File: config.mk
export PLATFORM = sky130hd
export DESIGN_NAME = gf2_poly_inverse_ext_euclid
export DESIGN_NICKNAME = d
export VERILOG_FILES = /design/src/gpi_pkg.sv /design/src/gpi_apb_regs.sv /design/src/gpi_engine.sv /design/src/gf2_poly_inverse_ext_euclid.sv
export VERILOG_INCLUDE_DIRS = /design/src /design/src/src
export SDC_FILE = /design/constraint.sdc
export NUM_CORES = 1
export LEC_CHECK = 0
export BUFFER_PORTS_ARGS = -buffer_cell sky130_fd_sc_hd__buf_4
export CAP_MARGIN = 20
export CORE_MARGIN = 1.5
export CORE_UTILIZATION = 55
export CTS_BUF_LIST = sky130_fd_sc_hd__clkbuf_4
export DETAILED_ROUTE_END_ITERATION = 6
export GPL_TIMING_DRIVEN = 0
export HOLD_SLACK_MARGIN = 0.12
export PLACE_DENSITY_LB_ADDON = 0.3
export SLEW_MARGIN = 20
export SYNTH_ARGS = -nofsm -noshare
export SYNTH_HDL_FRONTEND = slang
export SYNTH_SLANG_ARGS = --single-unit
File: constraint.sdc
create_clock -name i_clk -period 8.04 [get_ports i_clk]
set_clock_uncertainty 0.1 [all_clocks]
set_input_delay 1.608 -clock i_clk [delete_from_list [all_inputs] [get_ports i_clk]]
set_output_delay 1.608 -clock i_clk [all_outputs]
set_load 0.01 [all_outputs]
File: src/gf2_poly_inverse_ext_euclid_assert.svh
// ----------------------------------------------------------------------------
// GF(2) polynomial inverse: assertion macros
// Clocked on i_clk, disabled while i_rst_n is low. ASSERT_OFF drops them.
// ----------------------------------------------------------------------------
`ifndef GF2_POLY_INVERSE_EXT_EUCLID_ASSERT_SVH
`define GF2_POLY_INVERSE_EXT_EUCLID_ASSERT_SVH

`ifndef ASSERT_OFF
// Same-cycle implication or plain property.
`define GPI_ASSERT(name, prop) \
    name: assert property (@(posedge i_clk) disable iff (!i_rst_n) prop) \
        else $error("gpi assertion failed");
// Condition in one cycle implies a consequence in the next.
`define GPI_ASSERT_NEXT(name, ante, cons) \
    name: assert property (@(posedge i_clk) disable iff (!i_rst_n) \
        (ante) |=> (cons)) else $error("gpi assertion failed");
`else
`define GPI_ASSERT(name, prop)
`define GPI_ASSERT_NEXT(name, ante, cons)
`endif

`endif

File: src/gpi_pkg.sv
// ----------------------------------------------------------------------------
// gpi_pkg
// Shared constants and types of the GF(2) polynomial inverse block.
// ----------------------------------------------------------------------------
`timescale 1ns / 1ps

package gpi_pkg;

    // Width of the element, modulus and inverse words on the ports
    localparam int FIELD_W = 32;

    // Configuration port
    localparam int APB_AW = 3;
    localparam int APB_DW = 32;
    localparam logic REG_MODULUS = 1'b0;  // word index of the modulus register
    localparam logic [FIELD_W-1:0] MODULUS_RESET = 32'd283;

    // Result word handed from the engine to the top level
    typedef struct packed {
        logic               valid;
        logic [FIELD_W-1:0] inverse;
        logic               invertible;
    } t_result;

endpackage

File: src/gpi_apb_regs.sv
// ----------------------------------------------------------------------------
// gpi_apb_regs
// APB-style register file holding the modulus polynomial.
// ----------------------------------------------------------------------------
`timescale 1ns / 1ps

module gpi_apb_regs (
    input  logic                         i_clk,
    input  logic                         i_rst_n,
    input  logic                         psel,
    input  logic                         penable,
    input  logic                         pwrite,
    input  logic [gpi_pkg::APB_AW-1:0]   paddr,
    input  logic [gpi_pkg::APB_DW-1:0]   pwdata,
    output logic [gpi_pkg::APB_DW-1:0]   prdata,
    output logic                         pready,
    output logic [gpi_pkg::FIELD_W-1:0]  o_modulus
);

    logic [gpi_pkg::FIELD_W-1:0] r_modulus;
    logic [gpi_pkg::FIELD_W-1:0] n_modulus;
    logic                        wr_en;
    logic                        sel_modulus;

    assign pready      = 1'b1;
    assign sel_modulus = (paddr[gpi_pkg::APB_AW-1:2] == gpi_pkg::REG_MODULUS);
    assign wr_en       = psel && penable && pwrite && pready;

    always_comb begin
        n_modulus = r_modulus;
        if (wr_en && sel_modulus) begin
            n_modulus = pwdata;
        end
    end

    always_ff @(posedge i_clk) begin
        if (!i_rst_n) begin
            r_modulus <= gpi_pkg::MODULUS_RESET;
        end else begin
            r_modulus <= n_modulus;
        end
    end

    // Unmapped addresses read as zero
    assign prdata    = sel_modulus ? r_modulus : '0;
    assign o_modulus = r_modulus;

endmodule

File: src/gpi_engine.sv
// ----------------------------------------------------------------------------
// gpi_engine
// Sequenced extended Euclid: one shift/XOR division step per cycle, with
// the quotient bits folded MSB first into the Bezout product on the fly.
// ----------------------------------------------------------------------------
`timescale 1ns / 1ps

`include "gf2_poly_inverse_ext_euclid_assert.svh"

module gpi_engine #(
    parameter int POLY_WIDTH = 32
) (
    input  logic                         i_clk,
    input  logic                         i_rst_n,
    input  logic                         i_start,
    input  logic [gpi_pkg::FIELD_W-1:0]  i_modulus,
    input  logic [gpi_pkg::FIELD_W-1:0]  i_element,
    output logic                         o_busy,
    output gpi_pkg::t_result             o_res
);

    localparam int PW = POLY_WIDTH;
    localparam int FW = gpi_pkg::FIELD_W;
    localparam int XW = (PW > FW) ? PW : FW;
    localparam int CW = (PW > 2) ? $clog2(PW) : 1;
    localparam int RW = $clog2(PW + 2);
    localparam logic [RW-1:0] LAST_RND = RW'(PW + 1);
    localparam logic [PW-1:0] ONE_W    = PW'(1);
    localparam logic [PW-1:0] TOP_BIT  = ONE_W << (PW - 1);

    localparam logic [1:0] ST_IDLE = 2'd0;
    localparam logic [1:0] ST_NORM = 2'd1;
    localparam logic [1:0] ST_DIV  = 2'd2;
    localparam logic [1:0] ST_FIN  = 2'd3;

    logic [1:0]    r_state, n_state;
    logic [PW-1:0] r_num,   n_num;     // dividend, becomes the remainder
    logic [PW-1:0] r_b,     n_b;       // divisor of this round
    logic [PW-1:0] r_dsh,   n_dsh;     // divisor aligned under the scan bit
    logic [PW-1:0] r_top,   n_top;     // upper bound on the dividend degree
    logic [PW-1:0] r_msk,   n_msk;     // one-hot scan position
    logic [PW-1:0] r_acc,   n_acc;     // running q * w_cur
    logic [PW-1:0] r_wp,    n_wp;
    logic [PW-1:0] r_wc,    n_wc;
    logic [CW-1:0] r_cnt,   n_cnt;
    logic [RW-1:0] r_rnd,   n_rnd;
    logic          r_res_valid, n_res_valid;
    logic [FW-1:0] r_res_inv,   n_res_inv;
    logic          r_res_flag,  n_res_flag;

    logic [XW-1:0] mod_ext;
    logic [XW-1:0] elem_ext;
    logic [XW-1:0] wc_ext;
    logic [PW-1:0] mod_w;
    logic [PW-1:0] elem_w;
    logic          hit;
    logic [PW-1:0] step_num;
    logic [PW-1:0] step_acc;
    logic          gcd_one;

    assign mod_ext  = XW'(i_modulus);
    assign elem_ext = XW'(i_element);
    assign wc_ext   = XW'(r_wc);
    assign mod_w    = mod_ext[PW-1:0];
    assign elem_w   = elem_ext[PW-1:0];

    // Shared shift/XOR unit: one long-division step and one Horner step
    assign hit      = |(r_num & r_msk);
    assign step_num = hit ? (r_num ^ r_dsh) : r_num;
    assign step_acc = (r_acc << 1) ^ (hit ? r_wc : '0);
    assign gcd_one  = (r_num == ONE_W);

    always_comb begin
        n_state     = r_state;
        n_num       = r_num;
        n_b         = r_b;
        n_dsh       = r_dsh;
        n_top       = r_top;
        n_msk       = r_msk;
        n_acc       = r_acc;
        n_wp        = r_wp;
        n_wc        = r_wc;
        n_cnt       = r_cnt;
        n_rnd       = r_rnd;
        n_res_valid = 1'b0;
        n_res_inv   = r_res_inv;
        n_res_flag  = r_res_flag;
        unique case (r_state)
            ST_IDLE: begin
                if (i_start) begin
                    n_num   = mod_w;
                    n_b     = elem_w;
                    n_dsh   = elem_w;
                    n_top   = TOP_BIT;
                    n_wp    = '0;
                    n_wc    = ONE_W;
                    n_cnt   = '0;
                    n_rnd   = '0;
                    n_acc   = '0;
                    n_state = (elem_w == '0) ? ST_FIN : ST_NORM;
                end
            end
            ST_NORM: begin
                // Raise the divisor until its leading bit sits at the dividend top
                if (|(r_dsh & r_top)) begin
                    n_msk   = r_top;
                    n_acc   = '0;
                    n_state = ST_DIV;
                end else begin
                    n_dsh = r_dsh << 1;
                    n_cnt = r_cnt + CW'(1);
                end
            end
            ST_DIV: begin
                n_num = step_num;
                n_acc = step_acc;
                if (r_cnt == '0) begin
                    if (step_num != '0) begin
                        n_wp = r_wc;
                        n_wc = r_wp ^ step_acc;
                    end
                    n_num   = r_b;
                    n_b     = step_num;
                    n_dsh   = step_num;
                    n_top   = r_msk;  // exact degree of the new dividend
                    n_rnd   = r_rnd + RW'(1);
                    n_state = (step_num == '0 || r_rnd == LAST_RND) ? ST_FIN : ST_NORM;
                end else begin
                    n_dsh = r_dsh >> 1;
                    n_msk = r_msk >> 1;
                    n_cnt = r_cnt - CW'(1);
                end
            end
            ST_FIN: begin
                n_res_valid = 1'b1;
                n_res_inv   = gcd_one ? wc_ext[FW-1:0] : '0;
                n_res_flag  = gcd_one;
                n_state     = ST_IDLE;
            end
            default: begin
                n_state = ST_IDLE;
            end
        endcase
    end

    always_ff @(posedge i_clk) begin
        if (!i_rst_n) begin
            r_state     <= ST_IDLE;
            r_cnt       <= '0;
            r_rnd       <= '0;
            r_res_valid <= 1'b0;
        end else begin
            r_state     <= n_state;
            r_cnt       <= n_cnt;
            r_rnd       <= n_rnd;
            r_res_valid <= n_res_valid;
        end
    end

    always_ff @(posedge i_clk) begin
        r_num      <= n_num;
        r_b        <= n_b;
        r_dsh      <= n_dsh;
        r_top      <= n_top;
        r_msk      <= n_msk;
        r_acc      <= n_acc;
        r_wp       <= n_wp;
        r_wc       <= n_wc;
        r_res_inv  <= n_res_inv;
        r_res_flag <= n_res_flag;
    end

    assign o_busy           = (r_state != ST_IDLE);
    assign o_res.valid      = r_res_valid;
    assign o_res.inverse    = r_res_inv;
    assign o_res.invertible = r_res_flag;

    `GPI_ASSERT_NEXT(a_fin_strobes, r_state == ST_FIN, r_res_valid)
    `GPI_ASSERT_NEXT(a_start_leaves_idle, i_start && r_state == ST_IDLE, r_state != ST_IDLE)
    `GPI_ASSERT(a_scan_onehot, (r_state == ST_DIV) |-> $onehot(r_msk))
    `GPI_ASSERT(a_divisor_aligned, (r_state == ST_DIV) |-> (|(r_dsh & r_msk) && ((r_dsh & ~(r_msk | (r_msk - ONE_W))) == '0)))
    `GPI_ASSERT(a_zero_when_not_inv, (r_res_valid && !r_res_flag) |-> (r_res_inv == '0))

endmodule

File: src/gf2_poly_inverse_ext_euclid.sv
// ----------------------------------------------------------------------------
// Sequence: each Euclid round normalises the divisor under the dividend top,
//   then divides one quotient bit per step down to the divisor's degree;
//   a final state registers the result. A zero element goes straight to it.
// Throughput: one word at a time; busy drops in the cycle of the strobe.
// Reset (i_rst_n low, synchronous): sequencer idle, strobe low, modulus 283.
// ----------------------------------------------------------------------------
// gf2_poly_inverse_ext_euclid
// Inverse of a GF(2) polynomial modulo a configured modulus, by the
// extended Euclidean algorithm. Each result word is shown for one cycle.
// ----------------------------------------------------------------------------
`timescale 1ns / 1ps

module gf2_poly_inverse_ext_euclid #(
    parameter int POLY_WIDTH = 32
) (
    input  logic                         i_clk,
    input  logic                         i_rst_n,
    input  logic                         psel,
    input  logic                         penable,
    input  logic                         pwrite,
    input  logic [gpi_pkg::APB_AW-1:0]   paddr,
    input  logic [gpi_pkg::APB_DW-1:0]   pwdata,
    output logic [gpi_pkg::APB_DW-1:0]   prdata,
    output logic                         pready,
    input  logic                         start,
    output logic                         busy,
    input  logic [gpi_pkg::FIELD_W-1:0]  i_element_poly,
    output logic                         o_result_valid,
    output logic [gpi_pkg::FIELD_W-1:0]  o_inverse_poly,
    output logic                         o_invertible
);

    logic [gpi_pkg::FIELD_W-1:0] modulus;
    gpi_pkg::t_result            res;

    gpi_apb_regs u_regs (
        .i_clk     (i_clk),
        .i_rst_n   (i_rst_n),
        .psel      (psel),
        .penable   (penable),
        .pwrite    (pwrite),
        .paddr     (paddr),
        .pwdata    (pwdata),
        .prdata    (prdata),
        .pready    (pready),
        .o_modulus (modulus)
    );

    gpi_engine #(
        .POLY_WIDTH (POLY_WIDTH)
    ) u_engine (
        .i_clk     (i_clk),
        .i_rst_n   (i_rst_n),
        .i_start   (start),
        .i_modulus (modulus),
        .i_element (i_element_poly),
        .o_busy    (busy),
        .o_res     (res)
    );

    assign o_result_valid = res.valid;
    assign o_inverse_poly = res.inverse;
    assign o_invertible   = res.invertible;

endmodule
* Word level (Yosys, flattened, before mapping)
Index checks and enable logic that the tools add are counted.
Cells by class: $add $sub $neg 3, eq/ne operators 11, multiplexer cells 42, bitwise operators 6, reductions and logical operators 23
Operators with widths (count):
- $mux W32 | 19
- $pmux W32 S2 | 6
- $pmux W32 S3 | 1
- $xor A32 B32 Y32 | 3
- $pmux W31 S3 | 1
- $and A32 B32 Y32 | 2
- $logic_not A32 Y1 | 2
- $reduce_or A32 Y1 | 2
- $eq A32 B1 Y1 const B | 1
- $reduce_bool A32 Y1 | 1
- $mux W31 | 1
- $mux W5 | 3
- $pmux W5 S3 | 1
- $reduce_and A3 Y1 | 5
- $mux W6 | 2
- $pmux W6 S2 | 1
- $mux W2 | 5
- $pmux W2 S4 | 1
- $reduce_and A4 Y1 | 2
- $add A6 B1 Y6 const B | 1
- $eq A6 B6 Y1 const B | 1
- $ne A2 B1 Y1 const B | 3
- $ne A2 B2 Y1 const B | 3
- $reduce_bool A2 Y1 | 3
- 12 further kinds | 15
Storage, ports and cells: register bits after elaboration 334, input port bits 73, output and inout port bits 68, logic and storage cells 100

* Logic depth before layout (Yosys ltp)
word-level depth 8, gate-level depth with buffers 11, mapped depth without buffers 9

* Cells and area by module
Synthesis repeated with hierarchy kept, for this count alone.
Second synthesis, totals: cell total of the unflattened synthesis 1409, area total of the unflattened synthesis 16121.7 um^2
Modules (own cells, without submodules):
- gpi_engine | instances 1, cells each 1232, area an instance 14559.0 um^2, seq. area each 8928.6 um^2
- gpi_apb_regs | instances 1, cells each 177, area an instance 1562.7 um^2, seq. area each 640.6 um^2

* Worst setup path after synthesis
No wires, ideal clock.
kind in2reg, start in start, end reg u_engine.r_wc[0], enable pin, library setup time 0.427 ns, arrival 6.375 ns, required time 7.513 ns, slack 1.138 ns, cell stages on the path 4, cell sequence nand2b_1 o21ai_0 nor2_1 o21a_1
On the way: cells in the longest elaborated chain, start to end 2
Ends and longest elaborated chain:
- from (decl) | RTL line gf2_poly_inverse_ext_euclid.sv:26 | input logic start,
- $ne A2 B2 Y1 (no line)
- $reduce_and A4 Y1 (no line)
- to (signal assigned) | RTL line gpi_engine.sv:168 | r_wc <= n_wc;
- to (decl) | RTL line gpi_engine.sv:44 | logic [PW-1:0] r_wc, n_wc;
No other way between the ends. A chain may end at the register's enable or synchronous reset.

* Worst setup path after layout
start in paddr[2] (netlist name), end out prdata[14] (netlist name)
On the way: cells in the longest elaborated chain, start to end 1
Ends and longest elaborated chain:
- from (decl) | RTL line gf2_poly_inverse_ext_euclid.sv:22 | input logic [gpi_pkg::APB_AW-1:0] paddr,
- $mux W32 | RTL line gpi_apb_regs.sv:45 | assign prdata = sel_modulus ? r_modulus : '0;
- to (decl) | RTL line gf2_poly_inverse_ext_euclid.sv:24 | output logic [gpi_pkg::APB_DW-1:0] prdata,
No other way between the ends.

==> impl_metrics.toml <==
[synth]
async_flop_share_pct = 0
synth-edff-count = 288
synthSimpleGateAreaFrac_pct = 16.4
syn_nets = 1496
synth.area.mux_share_pct = 2.39
post-synth-top-count-cell = "edfxtp_1"
synth_cells = 1412
synth.area.top_cells = "edfxtp_1 54%, xor2_1 5.9%, dfxtp_1 5.8%"
ys_warn_count = 0
synth_top_flop_cell = "edfxtp_1"
ys_seq_area_share_pct = 59.8
synth-compound-area-share_pct = 11.3
syn_area_mm2 = 0.0160
synth.lib_cells_used.distinct = 53
synth-xor-area-share_pct = 6.79
synth_common_cells = "288 x edfxtp_1, 230 x nand2_1, 118 x nor2_1"
netlist.area_leader.share_pct = 54.1
ys_ff_latch = 334
synth_top_cell_by_area = "edfxtp_1"
syn_area_per_cell_um2 = 11.3
synth_top_family_by_area = "simple AND/OR/NAND/NOR gates"
yosys.area_share.adder_pct = 0.907

[final_layout]
fin_nets = 1731
fin_util_pct = 65.9
layoutNonFillerInstCount = 2092
ff_latch_area_mm2 = 0.00957
num-fill-cells = 2221
area_growth_pct = 17.9
final_cell_area_mm2 = 0.0189
drive_gt1_share_pct = 19.5
multi_input_area_mm2 = 0.00609

[clocking]
htree_num_levels = 3
ctsHoldBuffers = 0
clockRootBuffer = "clkbuf_4"
cts_tree = "built"
post_cts_buffers = 0
worstSkewPairLatency_ns = 0.72
cts_sinks = 334
clk_path_buf_depth = 3
ctsResizeCount = 0
clk_pin_slew_ns = 0.06
cts_made_buffers = 86

[sta]
setup_viol = 0
min_period_ns = 4.12
report.final.slew_viol_count = 0
fin_ws_ns = 3.92
worstMarginPinSlew_ns = 1.10
finalSetupTns_ns = 0
whs_ns = 0.388
timing.slew.headroom_pct = 26.2
finalHoldViolCount = 0
post-route-period-util_pct = 51.2
fmax_mhz = 243
rsz0062_at_grt = "no"

[power_and_ir_drop]
ir_worst_vdd_v = 0.000152
p_total_mw = 5.68
p_leak_nw = 7.33
p_per_area_mw_per_mm2 = 301

[detailed_routing]
drt-initial-drc-count = 1282
drt_first_pass_iters = 7
drt_wl_total_um = 44600
wire_per_inst_um = 21.3
dr_total_vias = 12256
ant_nets = 0
drc = 7
drt-vias-per-instance = 5.86

[die]
pin_count = 141
die_area_mm2 = 0.0301
core.rowCount = 62
initial_utilization_pct = 55.9
dieHeight_um = 174
die_w_um = 174
fp.coreArea_mm2 = 0.0286

[critical_path]
crit_type = "in2out"
crit_path_max_incr_delay_ns = 0.40
cp_slowest_cell = "clkbuf_1"
worstPathArrival_ns = 2.41
cp_num_buf_inv = 3
cp-start-kind = "input pin"
r2r_start = "u_engine.r_num[16]"
crit_chain = "buf_4 -> clkbuf_1 -> nor2b_1 -> buf_4"
cp_top_family = "buffers and inverters"
rr_endpoint = "u_engine.r_wp[13]"
crit_required_ns = 6.33
cp_max_fo = 10
reg2regPathDepth = 11
crit_top_cell = "buf_4"
end_kind = "output pin"
ff2ff_setup_slack_ns = 4.01

[global_routing]
grt_pass1_vias = 12017
grt_overflow = 0
antenna_found_initial = 1
grt_util_all_layers_pct = 29.7
grt_max_degree = 41
grt_pass1_wl_um = 68100

[placed_design]
dpl.cell_count = 1943
dp_hpwl_um = 32800
post_dp_cell_area_mm2 = 0.0177
post-place-ws_ns = 3.91
place_congestion = 0.981
io_buffers = 137

[hold_path]
min_to = "u_regs.o_modulus[27]"
hold_class = "reg2reg"
hp-start = "u_regs.o_modulus[27]"
hold_depth = 2

[run_status]
violations = "DRC"
status = "complete, but fails checks"

[job]
max_cap_viol_count = 0
[cells in the final DEF, fill, tap and decap left out, types with 3 or more instances in the layout]
cell / synthesis / routed
a21boi_0: 32 / 32
a21o_1: 32 / 32
a21oi_1: 41 / 40
a221oi_1: 3 / 3
a22oi_1: 37 / 37
and2_1: 97 / 97
and3_1: 3 / 3
buf_1: 3 / 3
buf_12: 0 / 4
buf_4: 1 / 138
buf_6: 4 / 5
buf_8: 0 / 3
clkbuf_1: 78 / 78
clkbuf_4: 0 / 126
clkinv_1: 0 / 13
dfxtp_1: 46 / 46
edfxtp_1: 288 / 288
ha_1: 10 / 9
inv_1: 7 / 6
mux2_2: 33 / 33
nand2_1: 230 / 230
nand2b_1: 3 / 3
nand3_1: 10 / 10
nand3b_1: 4 / 4
nand4_1: 18 / 18
nor2_1: 118 / 117
nor2b_1: 36 / 36
nor3_1: 4 / 4
nor4_1: 16 / 15
o2111ai_1: 28 / 28
o21a_1: 28 / 27
o21ai_0: 46 / 46
o32ai_1: 4 / 4
xnor2_1: 17 / 17
xor2_1: 107 / 107
[report_power, final]
part           total (mW)  switching (mW)  internal [mW]
clock network        1.47           0.688          0.783
logic                1.43           0.890          0.541
registers            2.77           0.374           2.40
[per-layer routing]
layer	part of all wire [%]	up-vias	track usage (%)	wire length, um
met3	8.4	149	6.10	3750
met4	4.8	0	15.1	2140
met1	40	5836	38.3	18000
met5	0	-	0	0
met2	46	702	47.8	20700
li1	-	5569	-	-
[state kept, by name (all words and copies together) (netlist names)]
signal,flops
u_engine.r_b,32
u_engine.r_dsh,32
u_engine.r_msk,32
u_engine.r_num,32
u_engine.r_res_inv,32
u_engine.r_top,32
u_engine.r_wc,32
u_engine.r_wp,32
u_regs.o_modulus,32
u_engine.r_acc,31
u_engine.r_rnd,6
u_engine.r_cnt,5
u_engine.r_state,2
u_engine.r_res_flag,1
u_engine.r_res_valid,1
[cell type report]
| cell class | count | area share, % |
|---|---|---|
| clock inverter | 22 | 0.823 |
| multi-input combinational | 984 | 32.3 |
| tap | 384 | 2.55 |
| sequential | 334 | 50.8 |
| clock buffer | 126 | 5.02 |
| antenna | 1 | 0.0133 |
| inverter | 7 | 0.139 |
| buffer | 87 | 1.92 |
| timing repair buffer | 147 | 6.47 |
[cell families (layout without fill, tap and decap cells)]
kind of cell             count (synthesis)  in the layout
AO/OA/AOI/OAI                          261            261
XOR/XNOR                               124            124
adder cells (fa/ha/maj)                 11             11
buffers and inverters                   94            389
flip-flops                             334            334
multiplexers                            34             34
other                                    1              2
AND/OR/NAND/NOR                        553            553
[how the worst max path moves through the flow]
stage / slack (ns) / endpoint / from / cells past startpoint
floorplan: 1.14 / u_engine.r_wc[0] / start / 4
global placement: -1.33 / u_engine.r_wc[8] / start / 5
detailed placement: 3.91 / prdata[14] / paddr[2] / 4
CTS: 3.90 / prdata[14] / paddr[2] / 4
global route: 3.81 / prdata[14] / paddr[2] / 4
finish: 3.92 / prdata[14] / paddr[2] / 4
[worst register-to-register path, delay by kind of cell, from the launching register on]
| kind | cells | cell delay (ns) |
|---|---|---|
| simple gates | 4 | 1.28 |
| compound gates | 4 | 1.05 |
| buf+inv | 3 | 0.74 |
| flops | 1 | 0.54 |
No activity file was read; power rests on OpenSTA's default activity.
